--- config.mk ---
export PLATFORM = sky130hd
export DESIGN_NAME = time_interval_meter
export DESIGN_NICKNAME = d
export VERILOG_FILES = /design/src/tim_pkg.sv /design/src/time_interval_meter.sv /design/src/tim_conv.sv
export SDC_FILE = /design/constraint.sdc
export NUM_CORES = 2
export LEC_CHECK = 0
export ABC_AREA = 0
export BUFFER_PORTS_ARGS = -buffer_cell sky130_fd_sc_hd__buf_2
export CORE_ASPECT_RATIO = 1.1
export CORE_MARGIN = 10
export CORE_UTILIZATION = 61
export DETAILED_ROUTE_END_ITERATION = 16
export PLACE_DENSITY = 0.8
export SLEW_MARGIN = 20
export SYNTH_ARGS = -nofsm -noshare
export SYNTH_HDL_FRONTEND = slang
export SYNTH_SLANG_ARGS = --single-unit
export TNS_END_PERCENT = 50
--- constraint.sdc ---
create_clock -name clk -period 34.7 [get_ports clk]
set_clock_uncertainty 0.15 [all_clocks]
set_input_delay 1.735 -clock clk [delete_from_list [all_inputs] [get_ports clk]]
set_output_delay 1.735 -clock clk [all_outputs]
set_load 0.02 [all_outputs]
--- src/tim_pkg.sv ---
// Shared types and constants for the time interval meter.
package tim_pkg;

  // Field and register widths.
  localparam int STAMP_W   = 64;
  localparam int TIMEOUT_W = 16;
  localparam int HZ_W      = 32;
  localparam int CFG_W     = 32;

  // Nanoseconds per second, fits in 30 bits.
  localparam int NS_W = 30;
  localparam logic [NS_W-1:0] NS_PER_SEC = 30'd1000000000;

  // Width of one partial product (32-bit half by the 30-bit constant).
  localparam int PROD_W = HZ_W + NS_W;
  // Width of the full product plus rounding term.
  localparam int ACC_W = STAMP_W + HZ_W;

  // Long division produces one quotient bit per step.
  localparam int DIV_STEPS = STAMP_W;
  localparam int DIV_CNT_W = $clog2(DIV_STEPS);

  // Register reset values.
  localparam logic [TIMEOUT_W-1:0] TIMEOUT_RST = 16'd200;
  localparam logic [HZ_W-1:0]      HZ_RST      = 32'd84000000;
  localparam logic [TIMEOUT_W-1:0] ELAPSED_MAX = '1;

  // Input item kinds; code 3 is unused.
  typedef enum logic [1:0] {
    KIND_A    = 2'd0,
    KIND_B    = 2'd1,
    KIND_TICK = 2'd2
  } kind_t;

  // Configuration register indexes.
  typedef enum logic {
    REG_TIMEOUT = 1'b0,
    REG_HZ      = 1'b1
  } reg_idx_t;

  // Top level sequencer.
  typedef enum logic [1:0] {
    ST_IDLE,
    ST_CONV,
    ST_EMIT
  } top_state_t;

  // Conversion unit sequencer.
  typedef enum logic [2:0] {
    CV_IDLE,
    CV_MUL_LO,
    CV_ADD_LO,
    CV_MUL_HI,
    CV_ADD_HI,
    CV_CHECK,
    CV_DIV
  } conv_state_t;

  // Request from the sequencer to the conversion unit.
  typedef struct packed {
    logic               start;
    logic [STAMP_W-1:0] ticks;
    logic [HZ_W-1:0]    hz;
  } conv_req_t;

  // Response from the conversion unit.
  typedef struct packed {
    logic               done;
    logic [STAMP_W-1:0] ns;
  } conv_rsp_t;

endpackage

--- src/time_interval_meter.sv ---
// Top level of the time interval meter: event sequencer, state, output register.
//
//  channel | direction | handshake        | payload
//  in_     | input     | in_valid/stall   | in_kind, in_timestamp
//  out_    | output    | out_valid/stall  | valid_res, waiting, span_ticks, span_ns
//  cfg_    | input     | cfg_valid/ready  | cfg_index, cfg_data
//
// An A edge, a tick, an unused kind or a B edge that is ignored or late loads the output
// register directly. A B edge that closes a pair holds the input through the conversion:
// five setup steps and the 64-step serial divider; a saturated quotient skips the divider.
// Reset is synchronous and active low; it restores both registers and clears the sequencer,
// measurement state and output valid flag. Input is stalled while a conversion or its delivery
// is pending or the output register holds a stalled result. The configuration port is always ready.
module time_interval_meter (
  input  logic        clk,
  input  logic        rst_n,
  input  logic        in_valid,
  output logic        in_stall,
  input  logic [1:0]  in_kind,
  input  logic [63:0] in_timestamp,
  output logic        out_valid,
  input  logic        out_stall,
  output logic        out_valid_res,
  output logic        out_waiting,
  output logic [63:0] out_span_ticks,
  output logic [63:0] out_span_ns,
  input  logic        cfg_valid,
  output logic        cfg_ready,
  input  logic        cfg_index,
  input  logic [31:0] cfg_data
);

  tim_pkg::top_state_t state_r, state_nxt;

  // Configuration registers.
  logic [tim_pkg::TIMEOUT_W-1:0] timeout_r;
  logic [tim_pkg::HZ_W-1:0]      hz_r;

  // Measurement state.
  logic                          waiting_r, waiting_nxt;
  logic [tim_pkg::STAMP_W-1:0]   start_r, start_nxt;
  logic [tim_pkg::TIMEOUT_W-1:0] elapsed_r, elapsed_nxt;
  logic [tim_pkg::STAMP_W-1:0]   ticks_r, ticks_nxt;
  logic [tim_pkg::STAMP_W-1:0]   ns_r, ns_nxt;
  logic                          vflag_r, vflag_nxt;

  // Output register.
  logic                        out_valid_r, out_valid_nxt;
  logic                        out_vres_r;
  logic                        out_wait_r;
  logic [tim_pkg::STAMP_W-1:0] out_ticks_r;
  logic [tim_pkg::STAMP_W-1:0] out_ns_r;

  logic                          accept;
  logic                          out_free;
  logic                          out_load;
  logic [tim_pkg::TIMEOUT_W-1:0] elapsed_inc;
  tim_pkg::conv_req_t            conv_req;
  tim_pkg::conv_rsp_t            conv_rsp;

  assign cfg_ready = 1'b1;
  assign out_free  = !out_valid_r || !out_stall;
  assign in_stall  = (state_r != tim_pkg::ST_IDLE) || !out_free;
  assign accept    = in_valid && !in_stall;

  // Elapsed milliseconds saturate at the counter's top value.
  assign elapsed_inc = (elapsed_r < tim_pkg::ELAPSED_MAX) ?
                       elapsed_r + tim_pkg::TIMEOUT_W'(1) : elapsed_r;

  tim_conv u_conv (
    .clk   (clk),
    .rst_n (rst_n),
    .req   (conv_req),
    .rsp   (conv_rsp)
  );

  // Configuration writes.
  always_ff @(posedge clk) begin
    if (!rst_n) begin
      timeout_r <= tim_pkg::TIMEOUT_RST;
      hz_r      <= tim_pkg::HZ_RST;
    end else if (cfg_valid && cfg_ready) begin
      case (tim_pkg::reg_idx_t'(cfg_index))
        tim_pkg::REG_TIMEOUT: timeout_r <= cfg_data[tim_pkg::TIMEOUT_W-1:0];
        tim_pkg::REG_HZ:      hz_r      <= cfg_data[tim_pkg::HZ_W-1:0];
        default: begin
        end
      endcase
    end
  end

  // Sequencer state and measurement state.
  always_ff @(posedge clk) begin
    if (!rst_n) begin
      state_r     <= tim_pkg::ST_IDLE;
      waiting_r   <= 1'b0;
      start_r     <= '0;
      elapsed_r   <= '0;
      ticks_r     <= '0;
      ns_r        <= '0;
      vflag_r     <= 1'b0;
      out_valid_r <= 1'b0;
    end else begin
      state_r     <= state_nxt;
      waiting_r   <= waiting_nxt;
      start_r     <= start_nxt;
      elapsed_r   <= elapsed_nxt;
      ticks_r     <= ticks_nxt;
      ns_r        <= ns_nxt;
      vflag_r     <= vflag_nxt;
      out_valid_r <= out_valid_nxt;
    end
  end

  // Output payload takes the state after each transaction.
  always_ff @(posedge clk) begin
    if (out_load) begin
      out_vres_r  <= vflag_nxt;
      out_wait_r  <= waiting_nxt;
      out_ticks_r <= ticks_nxt;
      out_ns_r    <= ns_nxt;
    end
  end

  // Next state: event handling, conversion wait and result delivery.
  always_comb begin
    state_nxt     = state_r;
    waiting_nxt   = waiting_r;
    start_nxt     = start_r;
    elapsed_nxt   = elapsed_r;
    ticks_nxt     = ticks_r;
    ns_nxt        = ns_r;
    vflag_nxt     = vflag_r;
    out_load      = 1'b0;
    conv_req.start = 1'b0;
    conv_req.ticks = in_timestamp - start_r;
    conv_req.hz    = hz_r;
    case (state_r)
      tim_pkg::ST_IDLE: begin
        if (accept) begin
          out_load = 1'b1;
          case (tim_pkg::kind_t'(in_kind))
            tim_pkg::KIND_A: begin
              if (!waiting_r) begin
                vflag_nxt   = 1'b0;
                ticks_nxt   = '0;
                ns_nxt      = '0;
                start_nxt   = in_timestamp;
                elapsed_nxt = '0;
                waiting_nxt = 1'b1;
              end
            end
            tim_pkg::KIND_B: begin
              if (waiting_r) begin
                if (elapsed_r > timeout_r) begin
                  // Late stop edge drops everything.
                  waiting_nxt = 1'b0;
                  start_nxt   = '0;
                  elapsed_nxt = '0;
                  ticks_nxt   = '0;
                  ns_nxt      = '0;
                  vflag_nxt   = 1'b0;
                end else begin
                  ticks_nxt      = in_timestamp - start_r;
                  vflag_nxt      = 1'b1;
                  waiting_nxt    = 1'b0;
                  conv_req.start = 1'b1;
                  out_load       = 1'b0;
                  state_nxt      = tim_pkg::ST_CONV;
                end
              end
            end
            tim_pkg::KIND_TICK: begin
              if (waiting_r) begin
                if (elapsed_inc > timeout_r) begin
                  // Timeout drops everything.
                  waiting_nxt = 1'b0;
                  start_nxt   = '0;
                  elapsed_nxt = '0;
                  ticks_nxt   = '0;
                  ns_nxt      = '0;
                  vflag_nxt   = 1'b0;
                end else begin
                  elapsed_nxt = elapsed_inc;
                end
              end
            end
            default: begin
            end
          endcase
        end
      end
      tim_pkg::ST_CONV: begin
        if (conv_rsp.done) begin
          ns_nxt    = conv_rsp.ns;
          state_nxt = tim_pkg::ST_EMIT;
        end
      end
      tim_pkg::ST_EMIT: begin
        if (out_free) begin
          out_load  = 1'b1;
          state_nxt = tim_pkg::ST_IDLE;
        end
      end
      default: begin
        state_nxt = tim_pkg::ST_IDLE;
      end
    endcase
    out_valid_nxt = out_load || (out_valid_r && out_stall);
  end

  assign out_valid      = out_valid_r;
  assign out_valid_res  = out_vres_r;
  assign out_waiting    = out_wait_r;
  assign out_span_ticks = out_ticks_r;
  assign out_span_ns    = out_ns_r;

  // A valid result always closes the pair, so it never reports waiting.
  a_valid_not_waiting: assert property (@(posedge clk) disable iff (!rst_n)
    (out_valid_r && out_vres_r) |-> !out_wait_r)
    else $error("valid result reported while still waiting");

  // A stalled result stays valid and keeps its payload.
  a_out_hold: assert property (@(posedge clk) disable iff (!rst_n)
    (out_valid_r && out_stall) |=> (out_valid_r && $stable(out_vres_r) &&
      $stable(out_wait_r) && $stable(out_ticks_r) && $stable(out_ns_r)))
    else $error("stalled result changed");

  // No input is taken while a conversion or its delivery is pending.
  a_busy_stall: assert property (@(posedge clk) disable iff (!rst_n)
    (state_r != tim_pkg::ST_IDLE) |-> in_stall)
    else $error("input not stalled while busy");

endmodule

--- src/tim_conv.sv ---
// Tick to nanosecond converter: shared multiplier, adder and serial divider.
module tim_conv (
  input  logic              clk,
  input  logic              rst_n,
  input  tim_pkg::conv_req_t req,
  output tim_pkg::conv_rsp_t rsp
);

  tim_pkg::conv_state_t state_r, state_nxt;

  logic [tim_pkg::STAMP_W-1:0]   ticks_r, ticks_nxt;
  logic [tim_pkg::HZ_W-1:0]      hz_r, hz_nxt;
  logic [tim_pkg::PROD_W-1:0]    prod_r, prod_nxt;
  logic [tim_pkg::ACC_W-1:0]     acc_r, acc_nxt;
  logic [tim_pkg::DIV_CNT_W-1:0] cnt_r, cnt_nxt;
  logic [tim_pkg::STAMP_W-1:0]   ns_r, ns_nxt;
  logic                          done_r, done_nxt;

  logic [tim_pkg::HZ_W-1:0]   mul_a;
  logic [tim_pkg::ACC_W-1:0]  add_a, add_b, add_sum;
  logic [tim_pkg::HZ_W:0]     rem_sh;
  logic [tim_pkg::HZ_W:0]     rem_diff;
  logic                       rem_ge;
  logic [tim_pkg::HZ_W-1:0]   rem_new;
  logic [tim_pkg::ACC_W-1:0]  div_next;

  // Shared multiplier: one 32-bit half of the ticks by one billion.
  assign mul_a    = (state_r == tim_pkg::CV_MUL_HI) ? ticks_r[tim_pkg::STAMP_W-1:tim_pkg::HZ_W]
                                                    : ticks_r[tim_pkg::HZ_W-1:0];
  assign prod_nxt = tim_pkg::PROD_W'(mul_a) * tim_pkg::PROD_W'(tim_pkg::NS_PER_SEC);

  // Shared adder: first the low product plus half of hz, then the high product shifted up.
  always_comb begin
    if (state_r == tim_pkg::CV_ADD_HI) begin
      add_a = acc_r;
      add_b = tim_pkg::ACC_W'({prod_r, {tim_pkg::HZ_W{1'b0}}});
    end else begin
      add_a = tim_pkg::ACC_W'(prod_r);
      add_b = tim_pkg::ACC_W'(hz_r >> 1);
    end
  end
  assign add_sum = add_a + add_b;

  // One restoring division step; the low half of the accumulator collects the quotient.
  assign rem_sh   = {acc_r[tim_pkg::ACC_W-1:tim_pkg::STAMP_W], acc_r[tim_pkg::STAMP_W-1]};
  assign rem_ge   = rem_sh >= {1'b0, hz_r};
  assign rem_diff = rem_sh - {1'b0, hz_r};
  assign rem_new  = rem_ge ? rem_diff[tim_pkg::HZ_W-1:0] : rem_sh[tim_pkg::HZ_W-1:0];
  assign div_next = {rem_new, acc_r[tim_pkg::STAMP_W-2:0], rem_ge};

  // State register and datapath registers.
  always_ff @(posedge clk) begin
    if (!rst_n) begin
      state_r <= tim_pkg::CV_IDLE;
      done_r  <= 1'b0;
      cnt_r   <= '0;
    end else begin
      state_r <= state_nxt;
      done_r  <= done_nxt;
      cnt_r   <= cnt_nxt;
    end
    ticks_r <= ticks_nxt;
    hz_r    <= hz_nxt;
    if (state_r == tim_pkg::CV_MUL_LO || state_r == tim_pkg::CV_MUL_HI) begin
      prod_r <= prod_nxt;
    end
    acc_r   <= acc_nxt;
    ns_r    <= ns_nxt;
  end

  // Sequencer: two multiplies, two adds, an overflow check, then the divide unless saturated.
  always_comb begin
    state_nxt = state_r;
    ticks_nxt = ticks_r;
    hz_nxt    = hz_r;
    acc_nxt   = acc_r;
    cnt_nxt   = cnt_r;
    ns_nxt    = ns_r;
    done_nxt  = 1'b0;
    case (state_r)
      tim_pkg::CV_IDLE: begin
        if (req.start) begin
          ticks_nxt = req.ticks;
          hz_nxt    = req.hz;
          state_nxt = tim_pkg::CV_MUL_LO;
        end
      end
      tim_pkg::CV_MUL_LO: begin
        state_nxt = tim_pkg::CV_ADD_LO;
      end
      tim_pkg::CV_ADD_LO: begin
        acc_nxt   = add_sum;
        state_nxt = tim_pkg::CV_MUL_HI;
      end
      tim_pkg::CV_MUL_HI: begin
        state_nxt = tim_pkg::CV_ADD_HI;
      end
      tim_pkg::CV_ADD_HI: begin
        acc_nxt   = add_sum;
        state_nxt = tim_pkg::CV_CHECK;
      end
      tim_pkg::CV_CHECK: begin
        // A quotient that cannot fit, or a zero frequency, saturates.
        if (acc_r[tim_pkg::ACC_W-1:tim_pkg::STAMP_W] >= hz_r) begin
          ns_nxt    = '1;
          done_nxt  = 1'b1;
          state_nxt = tim_pkg::CV_IDLE;
        end else begin
          cnt_nxt   = '0;
          state_nxt = tim_pkg::CV_DIV;
        end
      end
      tim_pkg::CV_DIV: begin
        acc_nxt = div_next;
        cnt_nxt = cnt_r + tim_pkg::DIV_CNT_W'(1);
        if (cnt_r == tim_pkg::DIV_CNT_W'(tim_pkg::DIV_STEPS - 1)) begin
          ns_nxt    = div_next[tim_pkg::STAMP_W-1:0];
          done_nxt  = 1'b1;
          state_nxt = tim_pkg::CV_IDLE;
        end
      end
      default: begin
        state_nxt = tim_pkg::CV_IDLE;
      end
    endcase
  end

  assign rsp.done = done_r;
  assign rsp.ns   = ns_r;

  // The completion strobe lasts one cycle.
  a_done_pulse: assert property (@(posedge clk) disable iff (!rst_n)
    done_r |=> !done_r)
    else $error("conversion done held for more than one cycle");

  // A new request only arrives while the unit is free.
  a_start_idle: assert property (@(posedge clk) disable iff (!rst_n)
    req.start |-> state_r == tim_pkg::CV_IDLE)
    else $error("conversion started while busy");

  // A zero frequency always reports all ones.
  a_zero_hz: assert property (@(posedge clk) disable iff (!rst_n)
    (done_r && hz_r == '0) |-> ns_r == '1)
    else $error("zero frequency did not saturate");

endmodule

==> out/metrics.cfg <==
[layout]
stdcell_area_um2 = 57100
regArea_um2 = 18600
drive_gt1_share_pct = 8.49
multi_input_area_um2 = 30700
nFillCells = 6787
nets = 6361
finalNonFillerCells = 6654
syn_to_final_growth_pct = 8.63
layout_common_cells = inv_1, ha_1, nand2_1
final_common_cell = inv_1

[floorplanning]
die_h_um = 328
start_util_pct = 61.7
dieArea_um2 = 98400
pin_count = 237
fp.dieW_um = 300
rows = 112
coreArea_um2 = 85200

[yosys]
synth_simple_gate_area_share_pct = 12.6
synthXorXnorAreaFrac_pct = 4.38
synth_fa_ha_area_share_pct = 23.5
seq_area_frac_synth_pct = 35.4
synth_top_family_by_area = adder cells
synth_cell_types = 98
postSynthRegisterBits = 710
async_flop_share_pct = 0
synth_compound_area_share_pct = 16.3
synthMuxAreaShare_pct = 1.27
synth-warning-count = 0
ys.flop_type = edfxtp_1
syn_area_um2 = 52600
synth-edff-count = 439
yosysTopAreaCellShare_pct = 25.1
syn_area_per_cell_um2 = 9.85
synthCells = 5340
yosysTopAreaCell = edfxtp_1
ys_top_cells_by_area = edfxtp_1, ha_1, fa_1, dfxtp_1, inv_1
synth_fp_nets = 6250

[worst_setup_path]
worst_path_max_delay_cell = dfxtp_1
required_ns = 34.93
start_kind = flop
critPathMaxStageDelay_ns = 0.59
crit_path_max_fanout = 54
endpoint_kind = flop
r2r_slack_ns = 25.06
crit_type = flop to flop
crit_arrival_ns = 9.86
cpMostUsedCell = fa_1

[clocking]
root_buffer = clkbuf_16
cts_made_buffers = 74
cts_tree = done
ctsResizeCount = 0
cts_htree_levels = 3
clkTransAtPathRegs_ns = 0.06
clk_latency_ns = 0.66
cts_setup_buffers = 0
clock-sinks = 710
hold_buffers = 0
ctsLongestPathBuffers = 3

[pwr]
powerDensity_nw_per_um2 = 38.2
p_leak_nw = 25.7
vdd_drop_max_mv = 0.0413
p_total_mw = 2.18

[global_routing]
antenna_found_initial = 4
grt_overflow = 0
grt_pass1_wl_um = 235000
grt_pass1_vias = 39900
grt_max_degree = 165
grt_usage_pct = 30.8

[placement]
dpl.hpwl_um = 121000
place_area_um2 = 54600
io_buffers = 235
dp.cells = 6515
gp_congestion = 0.991

[run_status]
outcome = finished with violations
violations = max-slew violations

[detailed_routing]
wl_um = 154000
postRouteAntennaNets = 0
vias_per_cell = 5.97
num_vias = 39700
firstDrtPassIters = 6
drc = 0
drt_iter0_drc = 3352
wl_per_cell_um = 23.1

[timing]
post-route-period-util_pct = 27.8
maxSlewViolCount = 4
hold_viol = 0
max_slew_margin_pct = -22.7
finalSetupViolCount = 0
finalSetupTns_ns = 0
fin_crit_ns = 9.64
grt_setup_unrepaired = false
tightest_slew_ns = 1.82
max_freq_mhz = 104

[job]
maxCapViolCount = 0

[min_path]
hold_path.class = flop to flop

==> flip-flops by register name (all words and copies together) (netlist names), 6 cells and up, named ones only <==
register	flops
u_conv.ns_r	64
hz_r	32
u_conv.ticks_r	64
out_span_ticks	64
start_r	64
ticks_r	64
u_conv.cnt_r	6
u_conv.hz_r	32
ns_r	64
u_conv.acc_r	95
out_span_ns	64
timeout_r	16
u_conv.prod_r	53
elapsed_r	16
==> cells in the mapped netlist, drive strengths merged (86+ instances only) <==
master	number
clkbuf	206
fa	306
a22o	217
xnor2	180
ha	500
a21o	161
a21oi	309
nand3	86
inv	672
nand2	474
o21ai	193
edfxtp	439
nor2	235
and2	201
dfxtp	271
==> where the power goes <==
| group | switching (mW) | leakage (nW) | internal, mW | total (mW) |
|---|---|---|---|---|
| combinational | 0.258 | 17.9 | 0.165 | 0.423 |
| sequential | 0.00929 | 6.55 | 0.926 | 0.935 |
| clock | 0.355 | 1.24 | 0.470 | 0.825 |
| total | 0.623 | 25.7 | 1.56 | 2.18 |
==> area by class of cell <==
cell class	count	share of cell area, %
Inverter	672	4.42
Clock buffer	96	3.59
Multi-Input combinational cell	3731	53.7
Timing Repair Buffer	262	2.44
Sequential cell	710	32.6
Tap cell	1140	2.50
Clock inverter	42	0.824
Antenna cell	1	0.00438
==> final timing paths <==
check,to,depth (start not counted),from
worst max-delay path,u_conv.prod_r[61],29,u_conv.state_r[0]
worst min-delay path,u_conv.hz_r[13],0,hz_r[13]
worst max register to register,u_conv.prod_r[61],29,u_conv.state_r[0]
worst min register to register,u_conv.hz_r[13],0,hz_r[13]
==> worst max-delay path: cells and delay by family, from the launching register on <==
kind | cells | cell delay [ns]
simple gates | 2 | 0.31
mux | 1 | 0.58
compound gates | 10 | 2.26
xor+xnor | 3 | 0.69
flops | 1 | 0.59
fa+ha+maj | 7 | 3.50
buf+inv | 6 | 1.25
==> cell families (layout without fill, tap and decap cells) <==
logic type | count (synthesis) | count (layout)
muxes | 64 | 64
other | 2 | 3
and+or+nand+nor | 1349 | 1349
DFF | 710 | 710
AOI/OAI and AO/OA | 1247 | 1247
xor gates and xnor gates | 263 | 263
buffers and inverters | 899 | 1072
adders and majority gates | 806 | 806
==> per-stage QoR <==
stage / util (%) / setup slack (ns) / hold slack [ns]
3_3_place_gp: 64.1 / 25.34 / 0.262
4_1_cts: 67.0 / 25.14 / 0.280
6_report: 67.0 / 25.06 / 0.276
2_1_floorplan: - / 22.29 / 0.258
5_1_grt: 67.0 / 24.40 / 0.292
3_5_place_dp: 64.1 / 25.19 / 0.265
==> layer usage <==
layer / vias to the layer above / track usage, % / routed length (um) / share of wire (%)
met1: 19200 / 37.3 / 60400 / 39
met5: - / 0 / 44 / 0.029
met2: 1421 / 51.6 / 73400 / 48
met4: 6 / 19.3 / 10900 / 7.1
met3: 364 / 4.09 / 8750 / 5.7
li1: 18700 / - / - / -
Power figures use the tool's default switching activity.
